File: src/hw/rtl/jts_pkg.sv
// Shared types and constants of the joint trajectory sampler.
`default_nettype none
package jts_pkg;

   typedef enum logic [1:0] {
      OP_WPOS    = 2'd0,
      OP_WTIME   = 2'd1,
      OP_RESTART = 2'd2,
      OP_TICK    = 2'd3
   } op_type;

   localparam logic [1:0] ST_OK    = 2'd0;
   localparam logic [1:0] ST_EMPTY = 2'd1;
   localparam logic [1:0] ST_START = 2'd2;

   localparam logic [1:0] CSR_PERIOD = 2'd0;
   localparam logic [1:0] CSR_STEPS  = 2'd1;
   localparam logic [1:0] CSR_JOINTS = 2'd2;
   localparam logic [1:0] CSR_TIMED  = 2'd3;

   typedef struct packed {
      op_type      op;
      logic [7:0]  wi;
      logic [2:0]  ji;
      logic [31:0] pos;
      logic [31:0] tv;
   } item_type;

   typedef struct packed {
      logic [31:0] period_us;
      logic [8:0]  num_steps;
      logic [3:0]  num_joints;
      logic        timed_mode;
   } cfg_type;

endpackage
`default_nettype wire

File: src/hw/rtl/jts_ifs.sv
// Request and response channel interfaces of the joint trajectory sampler.
`default_nettype none
interface jts_req_if;
   logic        valid;
   logic        ready;
   logic [1:0]  action;
   logic [7:0]  waypoint_index;
   logic [2:0]  joint_index;
   logic signed [31:0] position;
   logic [31:0] waypoint_time;
   modport source (output valid, action, waypoint_index, joint_index, position,
                   waypoint_time, input ready);
   modport sink (input valid, action, waypoint_index, joint_index, position,
                 waypoint_time, output ready);
endinterface

`default_nettype wire

File: src/hw/rtl/jts_front.sv
// Front end: accepts requests, decodes the action and queues them for the engine.
`default_nettype none
module jts_front (
   input  wire logic          clock,
   input  wire logic          reset,
   jts_req_if.sink            req_ch,
   output jts_pkg::item_type  q_item,
   output logic               q_valid,
   input  wire logic          q_pop
);
   import jts_pkg::*;

   item_type   slot_ff [2];
   logic       rd_ptr_ff, rd_ptr_in;
   logic       wr_ptr_ff, wr_ptr_in;
   logic [1:0] cnt_ff, cnt_in;
   logic       push;
   item_type   dec;

   always_comb begin
      dec.op  = op_type'(req_ch.action);
      dec.wi  = req_ch.waypoint_index;
      dec.ji  = req_ch.joint_index;
      dec.pos = req_ch.position;
      dec.tv  = req_ch.waypoint_time;
   end

   assign req_ch.ready = (cnt_ff != 2'd2);
   assign push    = req_ch.valid && req_ch.ready;
   assign q_valid = (cnt_ff != 2'd0);
   assign q_item  = slot_ff[rd_ptr_ff];

   always_comb begin
      wr_ptr_in = push ? ~wr_ptr_ff : wr_ptr_ff;
      rd_ptr_in = q_pop ? ~rd_ptr_ff : rd_ptr_ff;
      cnt_in    = cnt_ff + 2'(push) - 2'(q_pop);
   end

   always_ff @(posedge clock) begin
      if (push) begin
         slot_ff[wr_ptr_ff] <= dec;
      end
      if (reset) begin
         rd_ptr_ff <= 1'b0;
         wr_ptr_ff <= 1'b0;
         cnt_ff    <= 2'd0;
      end else begin
         rd_ptr_ff <= rd_ptr_in;
         wr_ptr_ff <= wr_ptr_in;
         cnt_ff    <= cnt_in;
      end
   end
endmodule
`default_nettype wire

File: src/flat_wrapper.sv
// flat-port wrapper written by rule: the top's interface ports become plain ports
module jts_front_flat import jts_pkg::*;
  (clock, reset, q_item, q_valid, q_pop, req_ch_valid, req_ch_action, req_ch_waypoint_index, req_ch_joint_index, req_ch_position, req_ch_waypoint_time, req_ch_ready);
  jts_req_if req_ch_i ();
  input  wire logic clock;
  input  wire logic reset;
  output jts_pkg::item_type q_item;
  output logic q_valid;
  input  wire logic q_pop;
  input wire logic [$bits(req_ch_i.valid)-1:0] req_ch_valid;
  input wire logic [$bits(req_ch_i.action)-1:0] req_ch_action;
  input wire logic [$bits(req_ch_i.waypoint_index)-1:0] req_ch_waypoint_index;
  input wire logic [$bits(req_ch_i.joint_index)-1:0] req_ch_joint_index;
  input wire logic [$bits(req_ch_i.position)-1:0] req_ch_position;
  input wire logic [$bits(req_ch_i.waypoint_time)-1:0] req_ch_waypoint_time;
  output wire logic [$bits(req_ch_i.ready)-1:0] req_ch_ready;
  assign req_ch_i.valid = req_ch_valid;
  assign req_ch_i.action = req_ch_action;
  assign req_ch_i.waypoint_index = req_ch_waypoint_index;
  assign req_ch_i.joint_index = req_ch_joint_index;
  assign req_ch_i.position = req_ch_position;
  assign req_ch_i.waypoint_time = req_ch_waypoint_time;
  assign req_ch_ready = req_ch_i.ready;
  jts_front u_core (.clock(clock), .reset(reset), .req_ch(req_ch_i), .q_item(q_item), .q_valid(q_valid), .q_pop(q_pop));
endmodule
File: config.mk
export PLATFORM = sky130hd
export DESIGN_NAME = jts_front_flat
export DESIGN_NICKNAME = d
export VERILOG_FILES = /design/src/hw/rtl/jts_pkg.sv /design/src/hw/rtl/jts_ifs.sv /design/src/hw/rtl/jts_front.sv /design/src/flat_wrapper.sv
export SDC_FILE = /design/constraint.sdc
export NUM_CORES = 1
export LEC_CHECK = 0
export CAP_MARGIN = 20
export CORE_ASPECT_RATIO = 1.5
export CORE_MARGIN = 1
export CORE_UTILIZATION = 35
export DETAILED_ROUTE_END_ITERATION = 10
export DONT_BUFFER_PORTS = 1
export PLACE_DENSITY = 0.52
export SLEW_MARGIN = 30
export SYNTH_ARGS = -nofsm -noshare
export SYNTH_HDL_FRONTEND = slang
export SYNTH_SLANG_ARGS = --single-unit
File: constraint.sdc
create_clock -name clock -period 3.4 [get_ports clock]
set_clock_uncertainty 0.1 [all_clocks]
set_input_delay 0.34 -clock clock [delete_from_list [all_inputs] [get_ports clock]]
set_output_delay 0.34 -clock clock [all_outputs]
set_load 0.05 [all_outputs]
==> out/results.ini, run 1 <==
[cts]
cts_max_path_buffers = 2
clk_latency_ns = 0.41
cts_tree = done
register_clock_pin_slew_on_the_reported_worst_setup_and_hold_paths_ns = 0.06
clock_tree.htree_level_count = 4
clock_sink_count = 159
cts.root.buffer_cell = clkbuf_16
cts_inserted_buffers = 17

[synthesis]
edff_count_synth = 154
syn-num-nets = 348
yosys.area.top_type = edfxtp_1
ys.flop_type = edfxtp_1
synth.top_cell.area_share_pct = 78.2
async_s_r_ff_share_synth_pct = 0
synthTopCellsByCount = edfxtp_1, mux2_2, mux2_4
ys_types = 24
avgSynthCellArea_um2 = 22.2
cell_types_occupying_the_most_area_after_synthesis = edfxtp_1, mux2_2, mux2_4
synth_area_um2 = 5910
synth_most_common_cell = edfxtp_1
ys.warnings.count = 0
yosysSeqAreaShare_pct = 79.9
yosys_register_bits = 159
postSynthCellCount = 266

[worst_hold_path]
min_path_cells = 2
timing.hold.worst.start = req_ch_valid
hold_path.class = in -> reg

[timing]
setup_ws_ns = 0.940
rsz0062_at_grt = false
final_cycle_share_pct = 72.4
layout_min_cycle_time_ns = 2.46
max_slew.worst_pin.slew_ns = 0.687
drv_slew = 0
hold_violations = 0
fin_setup_tns_ns = 0
setup_violations = 0
max_freq_mhz = 406
timing.max_slew.rel_slack_pct = 54.2

[critical_path]
worstPathArrival_ns = 2.02
cp.required_ns = 2.96
cp_cell_sequence = buf_12 > mux2_2
cp.depth = 2
critPathMaxFanout = 40
regToRegStartpoint = u_core.cnt_ff[0]
timing.critical_path.buf_inv = 1
critPathLaunchType = register
reg2regPathDepth = 5
crit_type = reg -> out
slowest_cell_delay_on_critical_path_ns = 0.70
critPathTopFamily = flip-flops
critPathCaptureType = output pin
crit_slowest_cell = dfxtp_4

[run]
maxCapViolations = 0

[floorplanning]
die_height_um = 161
initial_core_util_pct = 36.2
ios = 160
floorplan.core_area_um2 = 16300
row_count = 57
floorplan.die_area_um2 = 17400
die_width_um = 108

[global_routing]
antenna_found_initial = 0
grt_start_max_net_pins = 42
gr-usage-all-layers_pct = 12.2
vias_in_the_first_global_route = 2991
wire_length_of_the_first_global_routing_pass_um = 15400
grt.overflow.total = 0

[placement]
place.detailed.hpwl_um = 6330
numPortBuffers = 0
postPlaceCellArea_um2 = 6180
gp_congestion = 0.685
place_worst_setup_slack_ns = 1.18

[layout]
finalInstanceArea_um2 = 7540
final_stage_net_count = 442
combined_area_of_the_multi_input_logic_cells_um2 = 1110
register_area_um2 = 4730
synthToLayoutAreaGrowth_pct = 27.5
post_route_cells_drive_above_1_share_pct = 30.8
insertedDiodeCount = 0
fillers = 1419

[power]
power.leakage_nw = 2.57
vdd_ir_drop_max_mv = 0.331
cellPowerDensity_nw_per_um2 = 670

[route]
routed_via_density = 4.63
topRoutingLayerUsed = met4
vias = 2680
detail_route.iter0.violations = 73
avgRoutedWirePerCell_um = 17.8
firstDrtPassIters = 4
ant_nets = 0
met2WireLength_um = 6000
length_of_routed_wiring_on_met1_um = 3560
detail_route.drc_violations = 0
routed_wl_um = 10300
routed-wl-met3_um = 580

[run_status]
status = finished clean

-- flip-flops by register name (all words and copies together), names as in the netlist, named ones only --
signal and cells:
u_core.cnt_ff 2, u_core.rd_ptr_ff 1, u_core.wr_ptr_ff 1, u_core.slot_ff 154
-- logic make-up (layout without fill, tap and decap cells) --
logic type	Yosys count	in the layout	share of synthesized area (%)
AO/OA/AOI/OAI	4	4	0.466
XOR/XNOR	1	1	0.148
adder cells (fa/ha/maj)	1	1	0.212
buffers and inverters	11	118	1.31
flip-flops	159	159	79.9
multiplexers	79	79	16.9
AND/OR/NAND/NOR	11	11	1.02
-- report_power, final --
part | switching (mW) | total (mW) | internal, mW
registers | 0.0521 | 2.38 | 2.33
logic | 0.644 | 0.895 | 0.251
clock network | 0.758 | 1.78 | 1.02
total | 1.45 | 5.05 | 3.60
-- metal layers --
metal / up-vias / global-route usage, %
met2: 85 / 23.0
met4: 0 / 5.35
met5: - / 0
met1: 1354 / 11.4
li1: 1233 / -
met3: 8 / 4.32
-- metrics by stage --
step	power [mW]	instances	hold slack [ns]	utilization, %
3_5_place_dp	3.24	467	0.312	37.8
2_1_floorplan	3.15	266	0.309	-
3_3_place_gp	3.23	467	0.310	37.8
6_report	5.05	579	0.0423	46.2
4_1_cts	5.12	579	0.00867	46.2
5_1_grt	5.24	579	0.0224	46.2
-- cell type report --
type,count,share of cell area (%)
timing repair buffer,84,11.5
inverter,2,0.116
clock inverter,14,1.76
multi-input combinational,96,14.8
sequential,159,62.7
clock buffer,18,5.69
tap,206,3.42
-- what timing repair did --
item	CTS	global route
resized for setup	0	0
hold endpoints to repair	158	0
setup buffers	0	0
hold buffers	80	0
-- placed cells by master, fill, tap and decap left out, types with 2 or more instances in the layout --
cell type	synthesis	layout
clkinvlp_4	0	3
mux2_4	30	30
clkbuf_16	0	17
a21oi_1	2	2
mux2_2	47	47
buf_12	0	3
dlygate4sd3_1	0	80
nor2_1	3	3
dfxtp_1	5	4
inv_6	0	3
edfxtp_1	154	154
clkinv_1	0	2
clkinv_4	0	4
-- final timing paths --
path | to | slack (ns)
worst max-delay path | q_item[20] | 0.94
worst min-delay path | u_core.wr_ptr_ff | 0.04
worst max register to register | u_core.slot_ff[0][23] | 1.17
worst min register to register | u_core.rd_ptr_ff | 0.44
Power figures use the tool's default switching activity.
==> inputs of run 2 (changes only) <==
--- a/config.mk
+++ b/config.mk
@@ -5,13 +5,14 @@
 export SDC_FILE = /design/constraint.sdc
 export NUM_CORES = 1
 export LEC_CHECK = 0
+export ABC_AREA = 1
 export CAP_MARGIN = 20
 export CORE_ASPECT_RATIO = 1.5
 export CORE_MARGIN = 1
 export CORE_UTILIZATION = 35
 export DETAILED_ROUTE_END_ITERATION = 10
 export DONT_BUFFER_PORTS = 1
-export PLACE_DENSITY = 0.52
+export PLACE_DENSITY = 0.54
 export SLEW_MARGIN = 30
 export SYNTH_ARGS = -nofsm -noshare
 export SYNTH_HDL_FRONTEND = slang
==> constraint.sdc (replaced) <==
create_clock -name clock -period 2 [get_ports clock]
set_clock_uncertainty 0.1 [all_clocks]
set_input_delay 0.2 -clock clock [delete_from_list [all_inputs] [get_ports clock]]
set_output_delay 0.2 -clock clock [all_outputs]
set_load 0.05 [all_outputs]
==> run 2 against run 1 <==
  * Cell area increased by 1.3%
  * Worst hold slack improved by 0.30 ns
  * Synthesized cell count increased by 1.5%
  * Area after synthesis about the same
  * Register-to-register slack got worse by 0.82 ns
  * Largest power group unchanged
  * Combinational power increased by 89%
==> out/results.ini, run 2 <==
[run_status]
status = finished clean

[cts]
post_cts_resize_count = 0
cts_max_path_buffers = 2
clock_tree.htree_level_count = 4
cts_inserted_buffers = 17
cts.root.buffer_cell = clkbuf_16
clk_latency_ns = 0.40
cts_tree = done
register_clock_pin_slew_on_the_reported_worst_setup_and_hold_paths_ns = 0.06
clock_sink_count = 159

[global_routing]
wire_length_of_the_first_global_routing_pass_um = 15300
vias_in_the_first_global_route = 2900
gr-usage-all-layers_pct = 12.2
grt.overflow.total = 0
antenna_found_initial = 2
grt_start_max_net_pins = 51

[placement]
numPortBuffers = 0
place.detailed.hpwl_um = 6620
place_worst_setup_slack_ns = 0.350
gp_congestion = 0.686
dp_cells = 473

[floorplanning]
initial_core_util_pct = 36.2
floorplan.die_area_um2 = 17400
die_height_um = 161
die_width_um = 108
ios = 160
floorplan.core_area_um2 = 16300
row_count = 57

[synthesis]
yosys_register_bits = 159
async_s_r_ff_share_synth_pct = 0
ys.warnings.count = 0
syn-num-nets = 352
ys_types = 15
synth_area_um2 = 5910
yosysSeqAreaShare_pct = 79.9
yosys.area.top_type = edfxtp_1
synth_most_common_cell = edfxtp_1
edff_count_synth = 154
avgSynthCellArea_um2 = 21.9
postSynthCellCount = 270
cell_types_occupying_the_most_area_after_synthesis = edfxtp_1, mux2_2, mux2_4
synth.top_cell.area_share_pct = 78.3
ys.flop_type = edfxtp_1
synthTopCellsByCount = edfxtp_1, mux2_2, mux2_4

[layout]
layout.cells.non_filler = 585
register_area_um2 = 4730
post_route_cells_drive_above_1_share_pct = 31.6
synthToLayoutAreaGrowth_pct = 29.2
combined_area_of_the_multi_input_logic_cells_um2 = 1110
fillers = 1391
largest_register_ff_count = 154
most_frequent_standard_cell_in_the_layout_excluding_fill_and_tap_cells = edfxtp_1
final_stage_net_count = 449
max_flop_register = u_core.slot_ff
most-common-layout-cells = edfxtp_1, dlygate4sd3_1, mux2_2
layout_top_registers = u_core.slot_ff: 154 flops, u_core.cnt_ff: 2 flops

[timing]
drv_slew = 0
fin_setup_tns_ns = 0
layout_min_cycle_time_ns = 1.85
setup_violations = 0
setup_ws_ns = 0.145
max_slew.worst_pin.slew_ns = 0.462
rsz0062_at_grt = false
timing.max_slew.rel_slack_pct = 69.2
hold_violations = 0
final_cycle_share_pct = 92.7
max_freq_mhz = 539

[critical_path]
regToRegStartpoint = u_core.cnt_ff[0]
regToRegEndpoint = u_core.slot_ff[0][23]
critPathLaunchType = register
reg2regPathDepth = 5
crit_end = q_item[14]
crit_type = reg -> out
critPathMaxFanout = 38
critPathCaptureType = output pin
cp.required_ns = 1.70
worstPathArrival_ns = 1.55
regToRegSetupSlack_ns = 0.35

[route]
routed_via_density = 4.63
ant_nets = 0
avgRoutedWirePerCell_um = 17.7
detail_route.iter0.violations = 71
detail_route.drc_violations = 0
firstDrtPassIters = 4
routed_wl_um = 10300
vias = 2706

[power]
cellPowerDensity_nw_per_um2 = 1180
vdd_ir_drop_max_mv = 0.584
power.leakage_nw = 2.63
finalPower_mw = 9.03

[worst_hold_path]
hold_path.class = in -> reg
timing.hold.worst.start = req_ch_waypoint_time[1]

[run]
maxCapViolations = 0

## run 2: cell count changes after synthesis, moves of 2 or more
cell | before | now
buf_6 | 4 | 2
buf_8 | 0 | 3
inv_1 | 2 | 5
nand2_1 | 1 | 7
nor2_1 | 3 | 7
## run 2: worst min path at each step
stage                       endpoint  depth (start not counted)
6_report        u_core.slot_ff[1][1]                          1
5_1_grt        u_core.slot_ff[1][30]                          1
4_1_cts         u_core.slot_ff[1][1]                          1
3_5_place_dp                register                          1
3_3_place_gp                register                          1
2_1_floorplan               register                          1
## run 2: logic make-up (layout without fill, tap and decap cells)
group,count (synthesis),count (layout),synth area share (%)
buffers and inverters,14,121,1.80
other,0,2,0
AOI/OAI and AO/OA,1,1,0.0846
and+or+nand+nor,16,16,1.08
xor gates and xnor gates,2,2,0.296
muxes,77,77,16.6
DFF,159,159,79.9
adders and majority gates,1,1,0.212
## run 2: critical path, stage by stage, from the launching register on
cell,delay [ns]
dfxtp_4,0.37
buf_12,0.25
mux2_2,0.51
## run 2: per-layer routing
metal	share of wire (%)	vias to the layer above	wire length, um	GRT usage, %
met5	0	-	0	0
met4	1.4	0	145	5.42
met3	5.8	7	598	4.24
met2	59	83	6060	23.3
met1	34	1368	3550	11.2
li1	-	1248	-	-
## run 2: power by group
part / switching (mW) / internal [mW]
registers: 0.0755 / 4.00
clock network: 1.20 / 2.07
logic: 1.23 / 0.461
## run 2: timing repair
action / in CTS / in global routing
buffers inserted: 0 / 0
hold buffers: 81 / 0
hold endpoints to repair: 159 / 0
setup endpoints to repair: 0 / 0
## run 2: metrics by stage
stage / hold slack, ns / cell area, um2 / util (%)
finish: 0.343 / 7630 / 46.7
global route: 0.317 / 7630 / 46.7
CTS: 0.325 / 7630 / 46.7
detailed placement: 0.171 / 6220 / 38.1
global placement: 0.169 / 6220 / 38.1
floorplan: 0.172 / 5950 / -
## run 2: cell type report
cell class / instances / area share, %
multi-input combinational: 97 / 14.6
sequential: 159 / 62.0
antenna: 2 / 0.0656
clock inverter: 11 / 2.18
timing repair buffer: 87 / 11.9
clock buffer: 18 / 5.62
inverter: 5 / 0.328
tap: 206 / 3.38
==> inputs of run 3 (changes only) <==
--- a/config.mk
+++ b/config.mk
@@ -12,7 +12,7 @@
 export CORE_UTILIZATION = 35
 export DETAILED_ROUTE_END_ITERATION = 10
 export DONT_BUFFER_PORTS = 1
-export PLACE_DENSITY = 0.54
+export PLACE_DENSITY_LB_ADDON = 0.08
 export SLEW_MARGIN = 30
 export SYNTH_ARGS = -nofsm -noshare
 export SYNTH_HDL_FRONTEND = slang
==> run 3 against run 2 <==
  * Sequential cell count unchanged
  * First-iteration DRC count up 30%
  * Sequential power about the same
  * Non-clock buffer count down 1
  * Total power down 2.6%
  * Via count down 1.8%
  * Global-route usage up 0.29 points
  * Worst hold slack worse by 0.0083 ns
  * Routed wire length down 0.62%
  * Cell area down 0.41%
  * Register-to-register slack better by 0.03 ns
  * Critical path type unchanged
==> out/results.ini, run 3 (same netlist as run 2, synthesis figures left out) <==
[worst_hold_path]
timing.hold.worst.start = req_ch_position[1]
hold_path.class = in -> reg
min_path_cells = 1
hold_path_end = u_core.slot_ff[0][33]

[critical_path]
worstPathArrival_ns = 1.61
slowest_cell_delay_on_critical_path_ns = 0.51
crit_slowest_cell = mux2_2
cp.required_ns = 1.70
regToRegSetupSlack_ns = 0.38
reg2regPathDepth = 5
critPathMaxFanout = 35
critPathLaunchType = register
cp_cell_sequence = buf_12 > mux2_2
regToRegEndpoint = u_core.slot_ff[0][58]
regToRegStartpoint = u_core.cnt_ff[0]
crit_type = reg -> out
critPathCaptureType = output pin

[cts]
clk_latency_ns = 0.41
clock_sink_count = 159
clock_tree.htree_level_count = 4
cts_inserted_buffers = 17
register_clock_pin_slew_on_the_reported_worst_setup_and_hold_paths_ns = 0.07
cts.root.buffer_cell = clkbuf_16
cts_max_path_buffers = 2
post_cts_resize_count = 0
cts_tree = done

[timing]
fin_setup_tns_ns = 0
final_cycle_share_pct = 95.5
setup_ws_ns = 0.0905
rsz0062_at_grt = false
timing.max_slew.rel_slack_pct = 70.0
setup_violations = 0
layout_min_cycle_time_ns = 1.91
hold_violations = 0
max_freq_mhz = 524
drv_slew = 0
max_slew.worst_pin.slew_ns = 0.450

[layout]
largest_register_ff_count = 154
register_area_um2 = 4730
most-common-layout-cells = edfxtp_1, dlygate4sd3_1, mux2_2
fillers = 1448
post_route_cells_drive_above_1_share_pct = 32.5
synthToLayoutAreaGrowth_pct = 28.7
layout_top_registers = u_core.slot_ff: 154 flops, u_core.cnt_ff: 2 flops
max_flop_register = u_core.slot_ff
final_stage_net_count = 448
combined_area_of_the_multi_input_logic_cells_um2 = 1110
most_frequent_standard_cell_in_the_layout_excluding_fill_and_tap_cells = edfxtp_1

[route]
detail_route.drc_violations = 0
routed_via_density = 4.53
avgRoutedWirePerCell_um = 17.5
ant_nets = 0
routed_wl_um = 10300
firstDrtPassIters = 4
met2WireLength_um = 5660
vias = 2657
length_of_routed_wiring_on_met1_um = 3710
topRoutingLayerUsed = met4
detail_route.iter0.violations = 92
routed-wl-met3_um = 785

[run_status]
status = finished clean

[power]
power.share.combinational_pct = 19.2
switching_share_pct = 29.6
cellPowerDensity_nw_per_um2 = 1160
power_frac_clock_pct = 34.5
vdd_ir_drop_max_mv = 0.533
seq_power_share_pct = 46.4
power.leakage_nw = 2.60
finalPower_mw = 8.80
power.net_switching_mw = 2.60
internal_power_component_mw = 6.19

[global_routing]
antenna_found_initial = 1
grt.overflow.total = 0
grt_start_max_net_pins = 78
vias_in_the_first_global_route = 2896
wire_length_of_the_first_global_routing_pass_um = 15600
gr-usage-all-layers_pct = 12.5

[placement]
gp_congestion = 0.669
place.detailed.hpwl_um = 6340
place_worst_setup_slack_ns = 0.382
numPortBuffers = 0

[floorplanning]
die_width_um = 108
row_count = 57
initial_core_util_pct = 36.2
die_height_um = 161
ios = 160
floorplan.core_area_um2 = 16300
floorplan.die_area_um2 = 17400

[run]
maxCapViolations = 0

run 3: cell types whose count changed in the layout (fill, tap and decap cells not counted), sizes merged:
cell      delta
inv          +2
clkinvlp     +4
buf          -1
diode        -1
bufinv       -3
run 3: metal layers:
metal  GRT usage (%)  vias to the layer above
met2            21.7                       86
met4            5.79                        0
met3            5.33                        7
met1            12.7                     1318
li1                -                     1246
met5               0                        -
run 3: critical path: cells and delay by family, from the launching register on:
family | cells | cell delay [ns]
buffers and inverters | 1 | 0.26
flip-flops | 1 | 0.41
multiplexers | 1 | 0.51
run 3: worst max path at each step:
stage | start | to | slack (ns) | cells after the start
after floorplan | u_core.cnt_ff[0] | u_core.slot_ff[1][0] | -0.30 | 6
after global placement | u_core.cnt_ff[0] | u_core.slot_ff[0][63] | 0.39 | 5
after detailed placement | u_core.cnt_ff[0] | u_core.slot_ff[0][63] | 0.38 | 5
after CTS | register | q_item[8] | 0.05 | 2
after global routing | register | q_item[8] | 0.02 | 2
final | register | q_item[4] | 0.09 | 2
run 3: final cells by class:
class | count | area share, %
diodes | 1 | 0.0329
repair buffers | 86 | 12.0
well taps | 206 | 3.39
clock buffers | 18 | 5.64
inverters | 5 | 0.329
clock inverters | 14 | 1.74
multi-input cells | 97 | 14.6
flip-flops and latches | 159 | 62.3
run 3: power groups by stage:
stage               clock [mW]  combinational [mW]  sequential [mW]
CTS                       3.14                1.72             4.08
global placement             0                1.57             4.14
detailed placement           0                1.57             4.16
finish                    3.03                1.69             4.08
floorplan                    0                1.39             4.14
global route              3.28                1.77             4.10
run 3: repair_timing:
action,CTS,global route
setup buffers,0,0
endpoints found under the hold margin,159,0
hold buffers,81,0
run 3: through the flow:
step / util, % / instance area (um2) / std cells / hold WS [ns]
global placement: 38.1 / 6230 / 472 / 0.169
floorplan: - / 5950 / 270 / 0.172
finish: 46.6 / 7600 / 586 / 0.335
global route: 46.6 / 7600 / 586 / 0.308
detailed placement: 38.1 / 6230 / 472 / 0.167
CTS: 46.5 / 7600 / 585 / 0.310
